### config.mk
export PLATFORM = sky130hd
export DESIGN_NAME = marker_framed_packet_receiver_core
export DESIGN_NICKNAME = d
export VERILOG_FILES = /design/src/design/mfpr_pkg.sv /design/src/design/marker_framed_packet_receiver_core.sv /design/src/design/mfpr_frame_step.sv
export SDC_FILE = /design/constraint.sdc
export NUM_CORES = 1
export LEC_CHECK = 0
export ABC_AREA = 1
export BUFFER_PORTS_ARGS = -buffer_cell sky130_fd_sc_hd__clkbuf_2
export CAP_MARGIN = 10
export CORE_ASPECT_RATIO = 0.75
export CORE_MARGIN = 3
export CORE_UTILIZATION = 35
export CTS_CLUSTER_SIZE = 8
export DETAILED_ROUTE_END_ITERATION = 8
export GPL_ROUTABILITY_DRIVEN = 1
export GPL_TIMING_DRIVEN = 0
export SYNTH_ARGS = -nofsm -noshare
export SYNTH_HDL_FRONTEND = slang
export SYNTH_SLANG_ARGS = --single-unit
### constraint.sdc
create_clock -name aclk -period 7.66 [get_ports aclk]
set_input_delay 1.532 -clock aclk [delete_from_list [all_inputs] [get_ports aclk]]
set_output_delay 1.532 -clock aclk [all_outputs]
set_load 0.02 [all_outputs]
### src/design/mfpr_pkg.sv
// Package for the marker framed packet receiver: request and result types,
// frame phase encoding, register indexes and reset values. No dependencies.
`default_nettype none

package mfpr_pkg;

    localparam int unsigned CFG_DATA_W = 16;
    localparam int unsigned CFG_IDX_W  = 2;

    localparam logic [CFG_IDX_W-1:0] REG_DEVICE_ADDRESS   = 2'd0;
    localparam logic [CFG_IDX_W-1:0] REG_START_BYTE       = 2'd1;
    localparam logic [CFG_IDX_W-1:0] REG_SUM_CHECK_ENABLE = 2'd2;
    localparam logic [CFG_IDX_W-1:0] REG_TIMEOUT_TICKS    = 2'd3;

    localparam logic [7:0]  RST_DEVICE_ADDRESS = 8'h00;
    localparam logic [7:0]  RST_START_BYTE     = 8'hFF;
    localparam logic        RST_SUM_CHECK      = 1'b0;
    localparam logic [15:0] RST_TIMEOUT_TICKS  = 16'd1000;

    localparam logic [15:0] IDLE_COUNT_MAX = 16'hFFFF;

    localparam logic OP_BYTE = 1'b0;
    localparam logic OP_TICK = 1'b1;

    typedef enum logic [2:0] {
        PH_HUNT  = 3'd0,
        PH_ADDR  = 3'd1,
        PH_CMD   = 3'd2,
        PH_DATA1 = 3'd3,
        PH_DATA2 = 3'd4,
        PH_STOP  = 3'd5,
        PH_SUM   = 3'd6
    } phase_t;

    typedef struct packed {
        logic       opcode;
        logic [7:0] rx_byte;
    } req_t;

    typedef struct packed {
        logic       frame_done;
        logic [7:0] command;
        logic [7:0] data_first;
        logic [7:0] data_second;
        logic       link_online;
        logic       sum_error;
    } rsp_t;

    typedef struct packed {
        logic [7:0]  device_address;
        logic [7:0]  start_byte;
        logic        sum_check_enable;
        logic [15:0] timeout_ticks;
    } cfg_t;

    typedef struct packed {
        phase_t      phase;
        logic [7:0]  running_sum;
        logic [7:0]  held_command;
        logic [7:0]  held_data_first;
        logic [7:0]  held_data_second;
        logic [15:0] idle_count;
        logic        online;
    } rx_state_t;

endpackage

`default_nettype wire

### src/design/marker_framed_packet_receiver_core.sv
// Top level of the marker framed packet receiver: config registers, frame
// state, two-entry result buffer. Uses mfpr_pkg and mfpr_frame_step.
`default_nettype none

// Takes one request per cycle while s_ready is high (a received byte or a time
// tick) and returns exactly one registered result per request. Frame state is
// updated at acceptance, so requests can stream back to back; a two-entry
// output buffer (output register plus skid entry) keeps s_ready high for one
// more request while a result waits on m_ready. Throughput is one request
// per clock while m_ready is high. Config registers are written through
// cfg_wr_en/cfg_index/cfg_wdata and must only change while the block is idle.
module marker_framed_packet_receiver_core (
    input  wire                                  aclk,
    input  wire                                  aresetn,
    input  wire                                  cfg_wr_en,
    input  wire [mfpr_pkg::CFG_IDX_W-1:0]        cfg_index,
    input  wire [mfpr_pkg::CFG_DATA_W-1:0]       cfg_wdata,
    input  wire                                  s_valid,
    output logic                                 s_ready,
    input  mfpr_pkg::req_t                       s_data,
    output logic                                 m_valid,
    input  wire                                  m_ready,
    output mfpr_pkg::rsp_t                       m_data
);

    mfpr_pkg::cfg_t      cfg_reg;
    mfpr_pkg::rx_state_t st_reg, st_next;
    mfpr_pkg::rsp_t      rsp_next;
    mfpr_pkg::rsp_t      out_reg, skid_reg;
    logic                out_valid_reg, skid_valid_reg;
    logic                push, pop;

    always_ff @(posedge aclk) begin
        if (!aresetn) begin
            cfg_reg.device_address   <= mfpr_pkg::RST_DEVICE_ADDRESS;
            cfg_reg.start_byte       <= mfpr_pkg::RST_START_BYTE;
            cfg_reg.sum_check_enable <= mfpr_pkg::RST_SUM_CHECK;
            cfg_reg.timeout_ticks    <= mfpr_pkg::RST_TIMEOUT_TICKS;
        end else if (cfg_wr_en) begin
            unique case (cfg_index)
                mfpr_pkg::REG_DEVICE_ADDRESS:   cfg_reg.device_address   <= cfg_wdata[7:0];
                mfpr_pkg::REG_START_BYTE:       cfg_reg.start_byte       <= cfg_wdata[7:0];
                mfpr_pkg::REG_SUM_CHECK_ENABLE: cfg_reg.sum_check_enable <= cfg_wdata[0];
                mfpr_pkg::REG_TIMEOUT_TICKS:    cfg_reg.timeout_ticks    <= cfg_wdata[15:0];
                default: ;
            endcase
        end
    end

    mfpr_frame_step u_step (
        .cfg     (cfg_reg),
        .st      (st_reg),
        .req     (s_data),
        .st_next (st_next),
        .rsp     (rsp_next)
    );

    assign s_ready = !skid_valid_reg;
    assign push    = s_valid && s_ready;
    assign m_valid = out_valid_reg;
    assign m_data  = out_reg;
    assign pop     = out_valid_reg && m_ready;

    always_ff @(posedge aclk) begin
        if (!aresetn) begin
            st_reg.phase            <= mfpr_pkg::PH_HUNT;
            st_reg.running_sum      <= '0;
            st_reg.held_command     <= '0;
            st_reg.held_data_first  <= '0;
            st_reg.held_data_second <= '0;
            st_reg.idle_count       <= '0;
            st_reg.online           <= 1'b0;
        end else if (push) begin
            st_reg <= st_next;
        end
    end

    always_ff @(posedge aclk) begin
        if (!aresetn) begin
            out_valid_reg  <= 1'b0;
            skid_valid_reg <= 1'b0;
        end else if (!out_valid_reg || pop) begin
            if (skid_valid_reg) begin
                out_valid_reg  <= 1'b1;
                skid_valid_reg <= 1'b0;
            end else begin
                out_valid_reg <= push;
            end
        end else if (push) begin
            skid_valid_reg <= 1'b1;
        end
    end

    always_ff @(posedge aclk) begin
        if (!out_valid_reg || pop) begin
            out_reg <= skid_valid_reg ? skid_reg : rsp_next;
        end else if (push) begin
            skid_reg <= rsp_next;
        end
    end

endmodule

`default_nettype wire

### src/design/mfpr_frame_step.sv
// Next-state and result logic for one request (byte or tick) of the receiver.
// Purely combinational; uses mfpr_pkg types.
`default_nettype none

module mfpr_frame_step (
    input  mfpr_pkg::cfg_t      cfg,
    input  mfpr_pkg::rx_state_t st,
    input  mfpr_pkg::req_t      req,
    output mfpr_pkg::rx_state_t st_next,
    output mfpr_pkg::rsp_t      rsp
);

    logic [7:0]  sum_add;
    logic [15:0] idle_inc;

    assign sum_add  = st.running_sum + req.rx_byte;
    assign idle_inc = (st.idle_count == mfpr_pkg::IDLE_COUNT_MAX) ?
                      st.idle_count : st.idle_count + 16'd1;

    always_comb begin
        st_next = st;
        rsp     = '0;
        if (req.opcode == mfpr_pkg::OP_TICK) begin
            st_next.idle_count = idle_inc;
            if (idle_inc > cfg.timeout_ticks) begin
                st_next.online = 1'b0;
            end
        end else begin
            unique case (st.phase)
                mfpr_pkg::PH_ADDR: begin
                    if (req.rx_byte == cfg.device_address) begin
                        st_next.running_sum = sum_add;
                        st_next.phase       = mfpr_pkg::PH_CMD;
                    end else begin
                        st_next.phase = mfpr_pkg::PH_HUNT;
                    end
                end
                mfpr_pkg::PH_CMD: begin
                    st_next.held_command = req.rx_byte;
                    st_next.running_sum  = sum_add;
                    st_next.phase        = mfpr_pkg::PH_DATA1;
                end
                mfpr_pkg::PH_DATA1: begin
                    st_next.held_data_first = req.rx_byte;
                    st_next.running_sum     = sum_add;
                    st_next.phase           = mfpr_pkg::PH_DATA2;
                end
                mfpr_pkg::PH_DATA2: begin
                    st_next.held_data_second = req.rx_byte;
                    st_next.running_sum      = sum_add;
                    st_next.phase            = mfpr_pkg::PH_STOP;
                end
                mfpr_pkg::PH_STOP: begin
                    // stop byte is summed but not checked
                    st_next.running_sum = sum_add;
                    st_next.phase       = mfpr_pkg::PH_SUM;
                end
                mfpr_pkg::PH_SUM: begin
                    st_next.phase = mfpr_pkg::PH_HUNT;
                    if (cfg.sum_check_enable && (req.rx_byte != st.running_sum)) begin
                        rsp.sum_error = 1'b1;
                    end else begin
                        rsp.frame_done     = 1'b1;
                        rsp.command        = st.held_command;
                        rsp.data_first     = st.held_data_first;
                        rsp.data_second    = st.held_data_second;
                        st_next.idle_count = '0;
                        st_next.online     = 1'b1;
                    end
                end
                default: begin
                    st_next.phase = mfpr_pkg::PH_HUNT;
                    if (req.rx_byte == cfg.start_byte) begin
                        st_next.running_sum = req.rx_byte;
                        st_next.phase       = mfpr_pkg::PH_ADDR;
                    end
                end
            endcase
        end
        rsp.link_online = st_next.online;
    end

endmodule

`default_nettype wire
* After elaboration in Yosys (flattened, before gate mapping)
Cells that the tools add are included.
Widths: inputs -> output; s select.
** Operators by class
- $add $sub $neg :: 2
- Order comparisons :: 1
- Eq/ne operators :: 15
- Mux-type cells :: 18
- Bitwise logic cells :: 4
- Reductions and logical operators :: 22
** Operator list (number)
- $mux 25 :: 3
- $mux 17 :: 3
- $mux 27 :: 1
- $pmux 8 s3 :: 1
- $pmux 3 s6 :: 1
- $add 16x1->16 const B :: 1
- $eq 16x16->1 const B :: 1
- $eq 8x8->1 :: 2
- $gt 16x16->1 :: 1
- $mux 16 :: 1
- $reduce_and 2->1 :: 6
- $reduce_and 3->1 :: 4
- $eq 3x3->1 const B :: 3
- $mux 9 :: 1
- $add 8x8->8 :: 1
- $mux 8 :: 1
- $ne 8x8->1 :: 1
- $eq 3x2->1 const B :: 2
- $mux 1 :: 5
- $reduce_and 5->1 :: 1
- $eq 2x2->1 const B :: 2
- $not 1->1 :: 4
- $reduce_or 4->1 :: 1
- $eq 3x1->1 const B :: 1
- other kinds (11) :: 14
** Word-level totals
- Register bits :: 141
- Bits of input ports :: 32
- Output and inout port bits :: 29
- Logic and storage cells :: 87

* Longest topological paths before layout
Gate-level depths: netlist of run 1.
- Depth after elaboration :: 6
- Depth in mapped cells :: 20
- Mapped depth without buffers :: 19

* Modules after synthesis
A second synthesis of run 1 with hierarchy kept.
** Unflattened totals
- Cell total of the unflattened synthesis :: 1144
- Area total of the unflattened synthesis :: 7968.9 µm²
** Modules (own cells, without submodules)
- marker_framed_packet_receiver_core :: times used 1, cells an instance 568, area an instance 5126.2 µm², seq. area each 3363.2 µm²
- mfpr_frame_step :: times used 1, cells an instance 576, area an instance 2842.7 µm², seq. area each 0.0 µm²

* Least setup slack after synthesis of run 1
Ideal clock, no wire load.
- Path type :: input to register
- Start point :: input m_ready
- End point :: register skid_reg[0] (netlist bit) (enable)
- Setup time :: 0.411 ns
- Data arrival time :: 3.267 ns
- Required time :: 7.249 ns
- Slack :: 3.983 ns
- Stages :: 3
- Path buffers :: 0
- Cell sequence :: nor2_1 > inv_1 > nor2_1
** On the way
- Cells in the longest elaborated chain, start to end :: 4
** RTL lines
- from (decl) :: line marker_framed_packet_receiver_core.sv:22 : input wire m_ready,
- $logic_and 1x1->1 :: line marker_framed_packet_receiver_core.sv:62 : assign pop = out_valid_reg && m_ready;
- $logic_or 1x1->1 :: line marker_framed_packet_receiver_core.sv:95 : if (!out_valid_reg || pop) begin
- $not 1->1 (no line)
- $reduce_and 2->1 (no line)
- to (signal assigned) :: line marker_framed_packet_receiver_core.sv:98 : skid_reg <= rsp_next;
- to (decl) :: line marker_framed_packet_receiver_core.sv:29 : mfpr_pkg::rsp_t out_reg, skid_reg;
No other way between the ends.
A chain may end at the register's enable or synchronous reset.

* Worst setup path in the final report of run 1
- Start point :: register skid_valid_reg
- End point :: output s_ready
** On the way
- Cells in the longest elaborated chain, start to end :: 1
** RTL lines
- from (decl) :: line marker_framed_packet_receiver_core.sv:30 : logic out_valid_reg, skid_valid_reg;
- from (signal assigned) :: line marker_framed_packet_receiver_core.sv:81 : skid_valid_reg <= 1'b0;
- from (signal assigned) :: line marker_framed_packet_receiver_core.sv:85 : skid_valid_reg <= 1'b0;
- from (signal assigned) :: line marker_framed_packet_receiver_core.sv:90 : skid_valid_reg <= 1'b1;
- $logic_not 1->1 :: line marker_framed_packet_receiver_core.sv:58 : assign s_ready = !skid_valid_reg;
- to (decl) :: line marker_framed_packet_receiver_core.sv:19 : output logic s_ready,
No other way between the ends.

==> results of run 1 <==
per-layer routing:
metal	vias up	global-route usage, %	part of all wire, %
met2	130	23.4	41
met3	20	3.19	4.9
met5	-	0	0
li1	3078	-	-
met4	0	4.97	1.5
met1	2628	23.5	53
where the power goes:
group | switching [uW] | internal, uW
sequential | 9.55 | 799
clock | 336 | 524
combinational | 97.4 | 45.7
final cells by class:
cell class,instances,area (um^2)
buffer,31,174
clock inverter,12,160
multi-input combinational,617,3260
timing repair buffer,59,305
sequential,141,3360
fill,2016,11400
inverter,116,435
clock buffer,20,447
tap,253,317
cells by family after synthesis:
kind of cell             share of synthesized area [%]
AO/OA/AOI/OAI                                     12.2
adder cells (fa/ha/maj)                           4.43
flip-flops                                        46.5
XOR/XNOR                                          2.89
buffers and inverters                             8.43
AND/OR/NAND/NOR                                   25.5
per-stage QoR:
| step | instances | instance area, um^2 | hold WS [ns] | power (uW) | utilization (%) |
|---|---|---|---|---|---|
| floorplan | 905 | 7230 | 0.424 | 917 | - |
| global placement | 1216 | 7830 | 0.435 | 966 | 39.5 |
| detailed placement | 1217 | 7850 | 0.450 | 968 | 39.6 |
| CTS | 1249 | 8460 | 0.460 | 1830 | 42.7 |
| global route | 1249 | 8460 | 0.487 | 1880 | 42.7 |
| finish | 1249 | 8460 | 0.458 | 1810 | 42.7 |
worst max-delay path, delay by kind of cell, from the launching register on:
family                 cells  cell delay (ns)
DFF                        1             0.35
buffers and inverters      4             1.10
worst max path at each step:
stage	start	endpoint	slack (ns)	cells past startpoint
after floorplan	m_ready	skid_reg[0]$_DFFE_PP_	3.98	3
after global routing	skid_valid_reg$_SDFFE_PP0P_	s_ready	4.13	4
after CTS	skid_valid_reg$_SDFFE_PP0P_	s_ready	4.21	4
final	skid_valid_reg$_SDFFE_PP0P_	s_ready	4.26	4
after detailed placement	m_ready	skid_reg[9]$_DFFE_PP_	4.19	5
after global placement	m_ready	skid_reg[12]$_DFFE_PP_	3.10	4
cells in the final DEF, fill, tap and decap left out, types with 5 or more instances in the layout:
cell type,synthesis,final
clkbuf_16,0,17
buf_4,6,6
nand2_2,9,9
ha_1,24,24
nor2_1,61,60
clkbuf_1,17,19
clkbuf_2,0,58
edfxtp_1,54,54
nor3_1,9,9
nand2_1,246,246
o21ai_0,62,62
a21oi_1,75,75
xnor2_1,8,8
inv_1,107,107
nor2_4,5,5
nand4_1,8,8
a21oi_2,10,10
xor2_1,14,14
o211ai_1,5,5
nand2_4,10,10
nand3_1,30,30
nor2_2,22,23
inv_2,8,8
dfxtp_1,87,87
==> summary.md, run 1 <==
| Metric | Value |
|---|---|
| Worst-case reg-to-reg path depth | `18` |
| CTS buffer count | `17` |
| # port buffers | `58` |
| Tightest Pin Transition | `1.10 ns` |
| Drt wl/cell | `13.7 um` |
| First-pass GRT wire length | `27.7 mm` |
| Vias in the first global route | `5,325` |
| Outcome | `finished clean` |
| Worst setup SP type | `register` |
| Top cells by area, synth | `dfxtp_1 (24%), edfxtp_1 (22%), nand2_1 (13%), inv_1 (5.6%), a21oi_1 (5.2%)` |
| DRT Wirelength | `17.1 mm` |
| Clk_skew | `0.0114 ns` |
| Core area | `19,800 um^2` |
| Max-Cap Viols | `0` |
| Routed vias | `5,856` |
| Post-synth EDFFs | `54` |
| I/O Pins | `61` |
| Worst slew margin | `26.4%` |
| Final Hold Violating Endpoints | `0` |
| Hold_sp | `cfg_reg[16]$_SDFFE_PN0P_` |
| CTS Hold Bufs | `0` |
| Register area share after synthesis | `46.5%` |
| Pre-CTS setup slack | `4.19 ns` |
| Max reg flops | `52` |
| Placed wire-length estimate | `12.7 mm` |
| H-tree depth | `4` |
| Synth cell types | `41` |
| Worst VDD drop | `0.110 mV` |
| Worst flop-to-flop path startpoint | `st_reg[1]$_SDFFE_PN0P_` |
| Worst EP arrival | `1.86 ns` |
| Most common cell in the synthesized netlist | `nand2_1` |
| Setup repair bufs after CTS | `0` |
| Pwr Density | `214 nW/um^2` |
| Total global-route track usage | `15.9%` |
| Clock Tree Root | `clkbuf_16` |
| N_diodes | `0` |
| Clock latency on the worst-skew pair | `0.43 ns` |
| Mean Syn Cell Area | `7.99 um^2` |
| TritonCTS clock tree | `yes` |
| Clock Path Buffers | `2` |
| PostCTS Resize Cnt | `0` |
| Slowest stage delay, CP | `0.39 ns` |
| Layout area overhead | `17.0%` |
| Worst min-delay path category | `register to register` |
| Kind of critical path | `register to primary output` |
| Max-slew violation count | `0` |
| Die H | `130 um` |
| Die Footprint | `22,400 um^2` |
| Final nets | `1,040` |
| Sink Count | `141` |
| Setup TNS | `0 ns` |
| Iteration-0 DRC Markers | `396` |
| Fmax | `0.295 GHz` |
| GPL Wtd Cong | `0.852` |
| Hold depth | `2` |
| Drt via density | `4.69` |
| R2R Path End | `m_data[1]$_DFFE_PP_` |
| Worst setup margin | `4.26 ns` |
| Num rows | `44` |
| Leak pwr | `0.00367 uW` |
| Min cycle time layout | `3.40 ns` |
| Worst Hold End | `cfg_reg[16]$_SDFFE_PN0P_` |
| Synth warn | `0` |
| CP max FO | `10` |
| Slowest CP cell | `clkbuf_1` |
| Share of the synthesized area in the top cell type | `24.1%` |
| Post-synth ARST share | `0%` |
| Synthesized flop and latch total | `141` |
| DRT antenna net count | `0` |
| Post-Synthesis Cells | `905` |
| Count of final setup violators | `0` |
| Synthesized Nets | `962` |
| Clock transition at path regs | `0.06 ns` |
| Layout cell share with drive strength beyond 1 | `17.4%` |
| Die X | `172 um` |
| Synthesized area | `7230 um^2` |
| Critical Path RT | `6.13 ns` |
| Grt total ovfl | `0` |
| Flop2flop setup slack | `4.68 ns` |
| Main synth FF type | `dfxtp_1` |
| Initial antenna violation count | `0` |
| Crit end category | `primary output` |
| Most frequent cells after synthesis | `nand2_1 (246), inv_1 (107), dfxtp_1 (87), a21oi_1 (75), o21ai_0 (62)` |
| 1st-pass router iterations | `5` |
| Largest area contributor in the netlist | `dfxtp_1` |
| RSZ-0062 raised after global routing | `false` |
| Tcrit/Tclk final | `44.3%` |
| CP cell instances | `inv_1 > clkbuf_1 > buf_1 > clkbuf_2` |
| Initial Util | `36.5%` |
| Largest net degree at the start of global routing | `31` |
| Residual DRC | `0` |
Note: power is estimated with default switching activity, not from simulation.
==> run 2, diff against run 1 <==
Clock period 7.66 ns to 3 ns, I/O delays scaled along.
==> run 2 against run 1 <==
  * Die area stayed put
  * Clock skew stayed put
  * Cell count stayed put
  * Register-to-register slack worse by 4.5 ns
  * Global-route usage stayed put
  * Largest power group unchanged
  * Hold slack worse by 0.064 ns
  * Critical path depth is 14 higher
  * Via count hardly changed
  * Sequential power grew to 2.6 times the previous value
  * Flip-flop and latch count stayed put
  * Non-clock buffer count stayed put
  * Power grew to 2.6 times the previous value
==> summary.md, run 2 (synthesis results as in run 1) <==
| Metric | Value |
|---|---|
| Hold depth | `3 (+1)` |
| PostCTS Resize Cnt | `0 (unchanged)` |
| GPL Wtd Cong | `0.852 (unchanged)` |
| Area after DPL | `7850 um^2 (unchanged)` |
| Most common cell after layout, fill and taps aside | `nand2_1` |
| Power, Total | `4630 uW (+160%)` |
| Largest net degree at the start of global routing | `31 (unchanged)` |
| Count of final setup violators | `0 (unchanged)` |
| DRT Wirelength | `17.1 mm (about the same)` |
| Initial Util | `36.5% (unchanged)` |
| H-tree depth | `4 (unchanged)` |
| Max-slew violation count | `0 (unchanged)` |
| I/O Pins | `61 (unchanged)` |
| Clock latency on the worst-skew pair | `0.43 ns (about the same)` |
| Setup TNS | `0 ns (unchanged)` |
| Setup repair bufs after CTS | `0 (unchanged)` |
| 1st-pass router iterations | `5 (unchanged)` |
| Die X | `172 um (unchanged)` |
| Clock Path Buffers | `2 (unchanged)` |
| Worst VDD drop | `0.281 mV (+160%)` |
| N_diodes | `0 (unchanged)` |
| Residual DRC | `0 (unchanged)` |
| CP max FO | `10 (unchanged)` |
| CTS Hold Bufs | `0 (unchanged)` |
| Worst slew margin | `26.4% (unchanged)` |
| Iteration-0 DRC Markers | `385 (-2.8%)` |
| Initial antenna violation count | `0 (unchanged)` |
| Crit end category | `register` |
| Tcrit/Tclk final | `93.4%` |
| DRT antenna net count | `0 (unchanged)` |
| Leak pwr | `0.00367 uW (about the same)` |
| Register Area | `3370 um^2 (+0.11%)` |
| Final nets | `1,040 (unchanged)` |
| Most frequent cells in the layout | `nand2_1 (246), inv_1 (107), dfxtp_1 (86)` |
| # fillers | `2,015 (-0.050%)` |
| First-pass GRT wire length | `27.7 mm (unchanged)` |
| Num rows | `44 (unchanged)` |
| Worst min-delay path category | `primary input to register` |
| Max-Cap Viols | `0 (unchanged)` |
| Final Cell Area | `8460 um^2 (about the same)` |
| R2R Path End | `m_data[1]$_DFFE_PP_` |
| Worst EP arrival | `3.06 ns (+1.20 ns)` |
| Vias in the first global route | `5,325 (unchanged)` |
| Clock Tree Root | `clkbuf_16` |
| Outcome | `finished clean` |
| Hold_sp | `cfg_wdata[9]` |
| Total global-route track usage | `15.9% (unchanged)` |
| Worst flop-to-flop path startpoint | `st_reg[1]$_SDFFE_PN0P_` |
| Min cycle time layout | `2.80 ns` |
| Layout cell share with drive strength beyond 1 | `17.6% (+0.20 points)` |
| RSZ-0062 raised after global routing | `false` |
| Placed wire-length estimate | `12.7 mm (unchanged)` |
| Grt total ovfl | `0 (unchanged)` |
| Flop2flop setup slack | `0.20 ns (-4.48 ns)` |
| Drt wl/cell | `13.7 um (about the same)` |
| Max reg flops | `52 (unchanged)` |
| Clk_skew | `0.0114 ns (unchanged)` |
| Tightest Pin Transition | `1.10 ns (unchanged)` |
| Critical Path RT | `3.25 ns (-2.88 ns)` |
| CTS buffer count | `17 (unchanged)` |
| Sink Count | `141 (unchanged)` |
| Kind of critical path | `register to register` |
| Drt via density | `4.69 (about the same)` |
| Die Footprint | `22,400 um^2 (unchanged)` |
| Core area | `19,800 um^2 (unchanged)` |
| Worst Hold End | `cfg_reg[9]$_SDFFE_PN1P_` |
| Worst setup SP type | `register` |
| # port buffers | `58 (unchanged)` |
| Pwr Density | `547 nW/um^2 (+160%)` |
| TritonCTS clock tree | `yes` |
| Clock transition at path regs | `0.06 ns (about the same)` |
| Final Hold Violating Endpoints | `0 (unchanged)` |
| Worst-case reg-to-reg path depth | `18 (unchanged)` |
| Routed vias | `5,857 (+0.017%)` |
| Worst hold slack | `0.394 ns (-0.0645 ns)` |
| Die H | `130 um (unchanged)` |
| Layout area overhead | `17.1% (about the same)` |
| Fmax | `0.357 GHz` |
| Multi-input gate area | `3260 um^2 (about the same)` |
-- run 2: layout make-up --
type                       instances  area share [%]
buffer                            31            2.05
multi-input combinational        617            38.5
timing repair buffer              59            3.61
tap                              253            3.74
clock inverter                    12            1.89
sequential                       141            39.8
clock buffer                      20            5.28
inverter                         116            5.14
-- run 2: how the worst max path moves through the flow --
stage	startpoint	to	slack [ns]
after floorplan	m_ready	skid_reg[0]$_DFFE_PP_	0.25
after global placement	m_ready	skid_reg[12]$_DFFE_PP_	-0.63
after detailed placement	st_reg[1]$_SDFFE_PN0P_	m_data[1]$_DFFE_PP_	0.06
after CTS	st_reg[1]$_SDFFE_PN0P_	m_data[1]$_DFFE_PP_	0.02
after global routing	st_reg[2]$_SDFFE_PN0P_	m_data[1]$_DFFE_PP_	0.02
final	st_reg[1]$_SDFFE_PN0P_	m_data[1]$_DFFE_PP_	0.20
-- run 2: power breakdown --
| group | switching, uW | internal, uW | leakage, uW | total [uW] |
|---|---|---|---|---|
| registers | 24.5 | 2040 | 0.00127 | 2070 |
| clock network | 858 | 1340 | 0.000295 | 2200 |
| logic | 249 | 117 | 0.00210 | 365 |
| total | 1130 | 3500 | 0.00367 | 4630 |
-- run 2: worst max-delay path, stage by stage (launching register included) --
cell and delay (ns):
dfxtp_4 0.39, ha_2 0.23, nand2_2 0.09, nor2_4 0.13
nand4_4 0.12, nor2_4 0.20, inv_2 0.10, buf_12 0.17
nand2_4 0.08, ha_1 0.23, nand2_1 0.07, inv_1 0.04
o21ai_0 0.06, a21oi_1 0.09, nor2_1 0.16, nand2_1 0.08
nand2_1 0.09, nand2_1 0.09, o21ai_0 0.18
-- run 2: per-layer routing --
metal,up-vias,share of wire [%],global-route usage (%)
li1,3078,-,-
met1,2631,53,23.5
met2,128,41,23.4
met3,20,4.7,3.19
met4,0,1.5,4.97
met5,-,0,0
-- run 2: per-stage QoR --
step,worst slack (ns),std cells,utilization (%)
after CTS,0.0193,1249,42.7
after global placement,-0.627,1216,39.5
after detailed placement,0.0650,1217,39.6
final,0.197,1249,42.7
after floorplan,0.255,905,-
after global routing,0.0150,1249,42.7
==> run 3, diff against run 2 <==
Settings changed: RECOVER_POWER from default to 100.
==> run 3 against run 2 <==
  * Register-to-register slack hardly changed
  * Fmax rose by 0.39%
  * Global-route usage did not move
  * Core utilization is 0.88 points lower
  * Die area stayed put
  * Critical path depth unchanged
  * Clock-buffer cell count stayed put
  * Largest cell class unchanged
==> summary.md, run 3 (synthesis results as in run 1) <==
| Metric | Value |
|---|---|
| Vias in the first global route | `5,325 (unchanged)` |
| Worst setup margin | `0.208 ns (+0.0109 ns)` |
| Worst-case reg-to-reg path depth | `18 (unchanged)` |
| Count of final setup violators | `0 (unchanged)` |
| Max reg flops | `52 (unchanged)` |
| Initial antenna violation count | `0 (unchanged)` |
| TritonCTS clock tree | `yes` |
| Critical Path RT | `3.26 ns (about the same)` |
| Crit end category | `register` |
| Tcrit/Tclk final | `93.1% (-0.36 points)` |
| Tightest Pin Transition | `1.08 ns (-0.0241 ns)` |
| Core area | `19,800 um^2 (unchanged)` |
| Fmax | `0.358 GHz (+0.39%)` |
| Total global-route track usage | `15.9% (unchanged)` |
| R2R Path End | `m_data[1]$_DFFE_PP_` |
| DRT antenna net count | `0 (unchanged)` |
| Layout area overhead | `14.7%` |
| Drt via density | `4.70 (+0.19%)` |
| CTS buffer count | `17 (unchanged)` |
| Outcome | `finished clean` |
| First-pass GRT wire length | `27.7 mm (unchanged)` |
| Setup repair bufs after CTS | `0 (unchanged)` |
| Sink Count | `141 (unchanged)` |
| Drt wl/cell | `13.8 um (+0.85%)` |
| CP max FO | `10 (unchanged)` |
| Worst flop-to-flop path startpoint | `st_reg[1]$_SDFFE_PN0P_` |
| Clock latency on the worst-skew pair | `0.43 ns (about the same)` |
| Switching share of power | `24.5% (about the same)` |
| Worst setup startpoint | `st_reg[1]$_SDFFE_PN0P_` |
| Pre-CTS setup slack | `0.0650 ns (unchanged)` |
| Clock Tree Root | `clkbuf_16` |
| Worst slew margin | `28.0% (+1.6 points)` |
| Switching power total | `1130 uW (-0.18%)` |
| Area after DPL | `7850 um^2 (unchanged)` |
| Flop pwr share | `44.7% (about the same)` |
| Clock transition at path regs | `0.06 ns (about the same)` |
| Clk network pwr share | `47.6% (about the same)` |
| Die H | `130 um (unchanged)` |
| 1st-pass router iterations | `5 (unchanged)` |
| Grt total ovfl | `0 (unchanged)` |
| Combinational power share | `7.6% (-0.3 points)` |
| Residual DRC | `0 (unchanged)` |
| Placed wire-length estimate | `12.7 mm (unchanged)` |
| Most frequent cells in the layout | `nand2_1 (249), inv_1 (108), dfxtp_1 (86)` |
| Leak pwr | `0.00354 uW (-3.5%)` |
| Worst EP arrival | `3.05 ns (about the same)` |
| RSZ-0062 raised after global routing | `false` |
| Routed vias | `5,868 (+0.19%)` |
| Max-Cap Viols | `0 (unchanged)` |
| Clock Path Buffers | `2 (unchanged)` |
| I/O Pins | `61 (unchanged)` |
| H-tree depth | `4 (unchanged)` |
| Largest net degree at the start of global routing | `31 (unchanged)` |
| DRT Wirelength | `17.3 mm (+0.85%)` |
| # port buffers | `58 (unchanged)` |
| Clk_skew | `0.0120 ns (+0.000643 ns)` |
| Flop2flop setup slack | `0.21 ns (about the same)` |
| GPL Wtd Cong | `0.852 (unchanged)` |
| Num rows | `44 (unchanged)` |
| Worst hold slack | `0.392 ns (-0.00144 ns)` |
| Final nets | `1,040 (unchanged)` |
| Final Hold Violating Endpoints | `0 (unchanged)` |
| Final Cell Area | `8290 um^2 (-2.1%)` |
| Iteration-0 DRC Markers | `400 (+3.9%)` |
| Worst setup SP type | `register` |
| # placed instances | `1,217 (unchanged)` |
| Setup TNS | `0 ns (unchanged)` |
| Min cycle time layout | `2.79 ns (-0.0109 ns)` |
| Die Footprint | `22,400 um^2 (unchanged)` |
| Die X | `172 um (unchanged)` |
| Kind of critical path | `register to register` |
| Max-slew violation count | `0 (unchanged)` |
| N_diodes | `0 (unchanged)` |
| Initial Util | `36.5% (unchanged)` |
| Worst min-delay path category | `primary input to register` |
| Critical Path Sink | `m_data[1]$_DFFE_PP_` |
| P_int | `3490 uW (-0.28%)` |
| Most common cell after layout, fill and taps aside | `nand2_1` |
| Layout Cells excl Fill | `1,249 (unchanged)` |
| Pwr Density | `557 nW/um^2 (+1.8%)` |
| Worst VDD drop | `0.283 mV (+0.53%)` |
| Layout cell share with drive strength beyond 1 | `10.4% (-7.1 points)` |
[run 3: worst min-delay path by stage]
stage                                        start                        to  slack, ns  depth (start not counted)
after detailed placement  cfg_reg[16]$_SDFFE_PN0P_  cfg_reg[16]$_SDFFE_PN0P_       0.45                          2
after floorplan           cfg_reg[16]$_SDFFE_PN0P_  cfg_reg[16]$_SDFFE_PN0P_       0.42                          2
after CTS                             cfg_wdata[9]   cfg_reg[9]$_SDFFE_PN1P_       0.38                          3
final                                 cfg_wdata[9]   cfg_reg[9]$_SDFFE_PN1P_       0.39                          3
after global placement    cfg_reg[16]$_SDFFE_PN0P_  cfg_reg[16]$_SDFFE_PN0P_       0.43                          2
after global routing                  cfg_wdata[9]   cfg_reg[9]$_SDFFE_PN1P_       0.41                          3
[run 3: critical path, stage by stage (launching register included)]
cell,delay (ns)
dfxtp_4,0.40
ha_2,0.23
nand2_2,0.09
nor2_4,0.13
nand4_4,0.12
nor2_4,0.19
inv_2,0.10
buf_12,0.17
nand2_4,0.08
ha_1,0.23
nand2_1,0.07
inv_1,0.04
o21ai_0,0.07
a21oi_1,0.08
nor2_1,0.16
nand2_1,0.08
nand2_1,0.09
nand2_1,0.09
o21ai_0,0.18
[run 3: repair_timing]
action,4_1_cts,5_1_grt
gates resized for setup,0,3
hold buffers,0,0
setup endpoints to repair,0,3
[run 3: cell type report]
| type | instances | area [um^2] |
|---|---|---|
| buffer | 31 | 153 |
| clock buffer | 20 | 447 |
| clock inverter | 12 | 160 |
| fill | 2067 | 11500 |
| inverter | 116 | 435 |
| multi-input combinational | 617 | 3160 |
| sequential | 141 | 3370 |
| tap | 253 | 317 |
| timing repair buffer | 59 | 255 |
[run 3: power by group through the flow]
| stage | sequential, uW | clock, uW | combinational (uW) |
|---|---|---|---|
| final | 2070 | 2200 | 352 |
| after global routing | 2070 | 2310 | 399 |
| after CTS | 2070 | 2230 | 367 |
| after detailed placement | 2110 | 0 | 364 |
| after global placement | 2110 | 0 | 359 |
| after floorplan | 2130 | 0 | 211 |
[run 3: through the flow]
step	total power (uW)	util, %
6_report	4620	41.8
5_1_grt	4780	41.8
4_1_cts	4660	42.7
3_5_place_dp	2470	39.6
3_3_place_gp	2470	39.5
2_1_floorplan	2340	-
[run 3: metal layers]
| metal | global-route usage (%) | share of wire, % | up-vias | wire length, um |
|---|---|---|---|---|
| met5 | 0 | 0 | - | 0 |
| met4 | 4.97 | 1.5 | 0 | 254 |
| met3 | 3.19 | 5.5 | 19 | 944 |
| met2 | 23.4 | 40 | 146 | 6950 |
| met1 | 23.5 | 53 | 2629 | 9120 |
| li1 | - | - | 3074 | - |
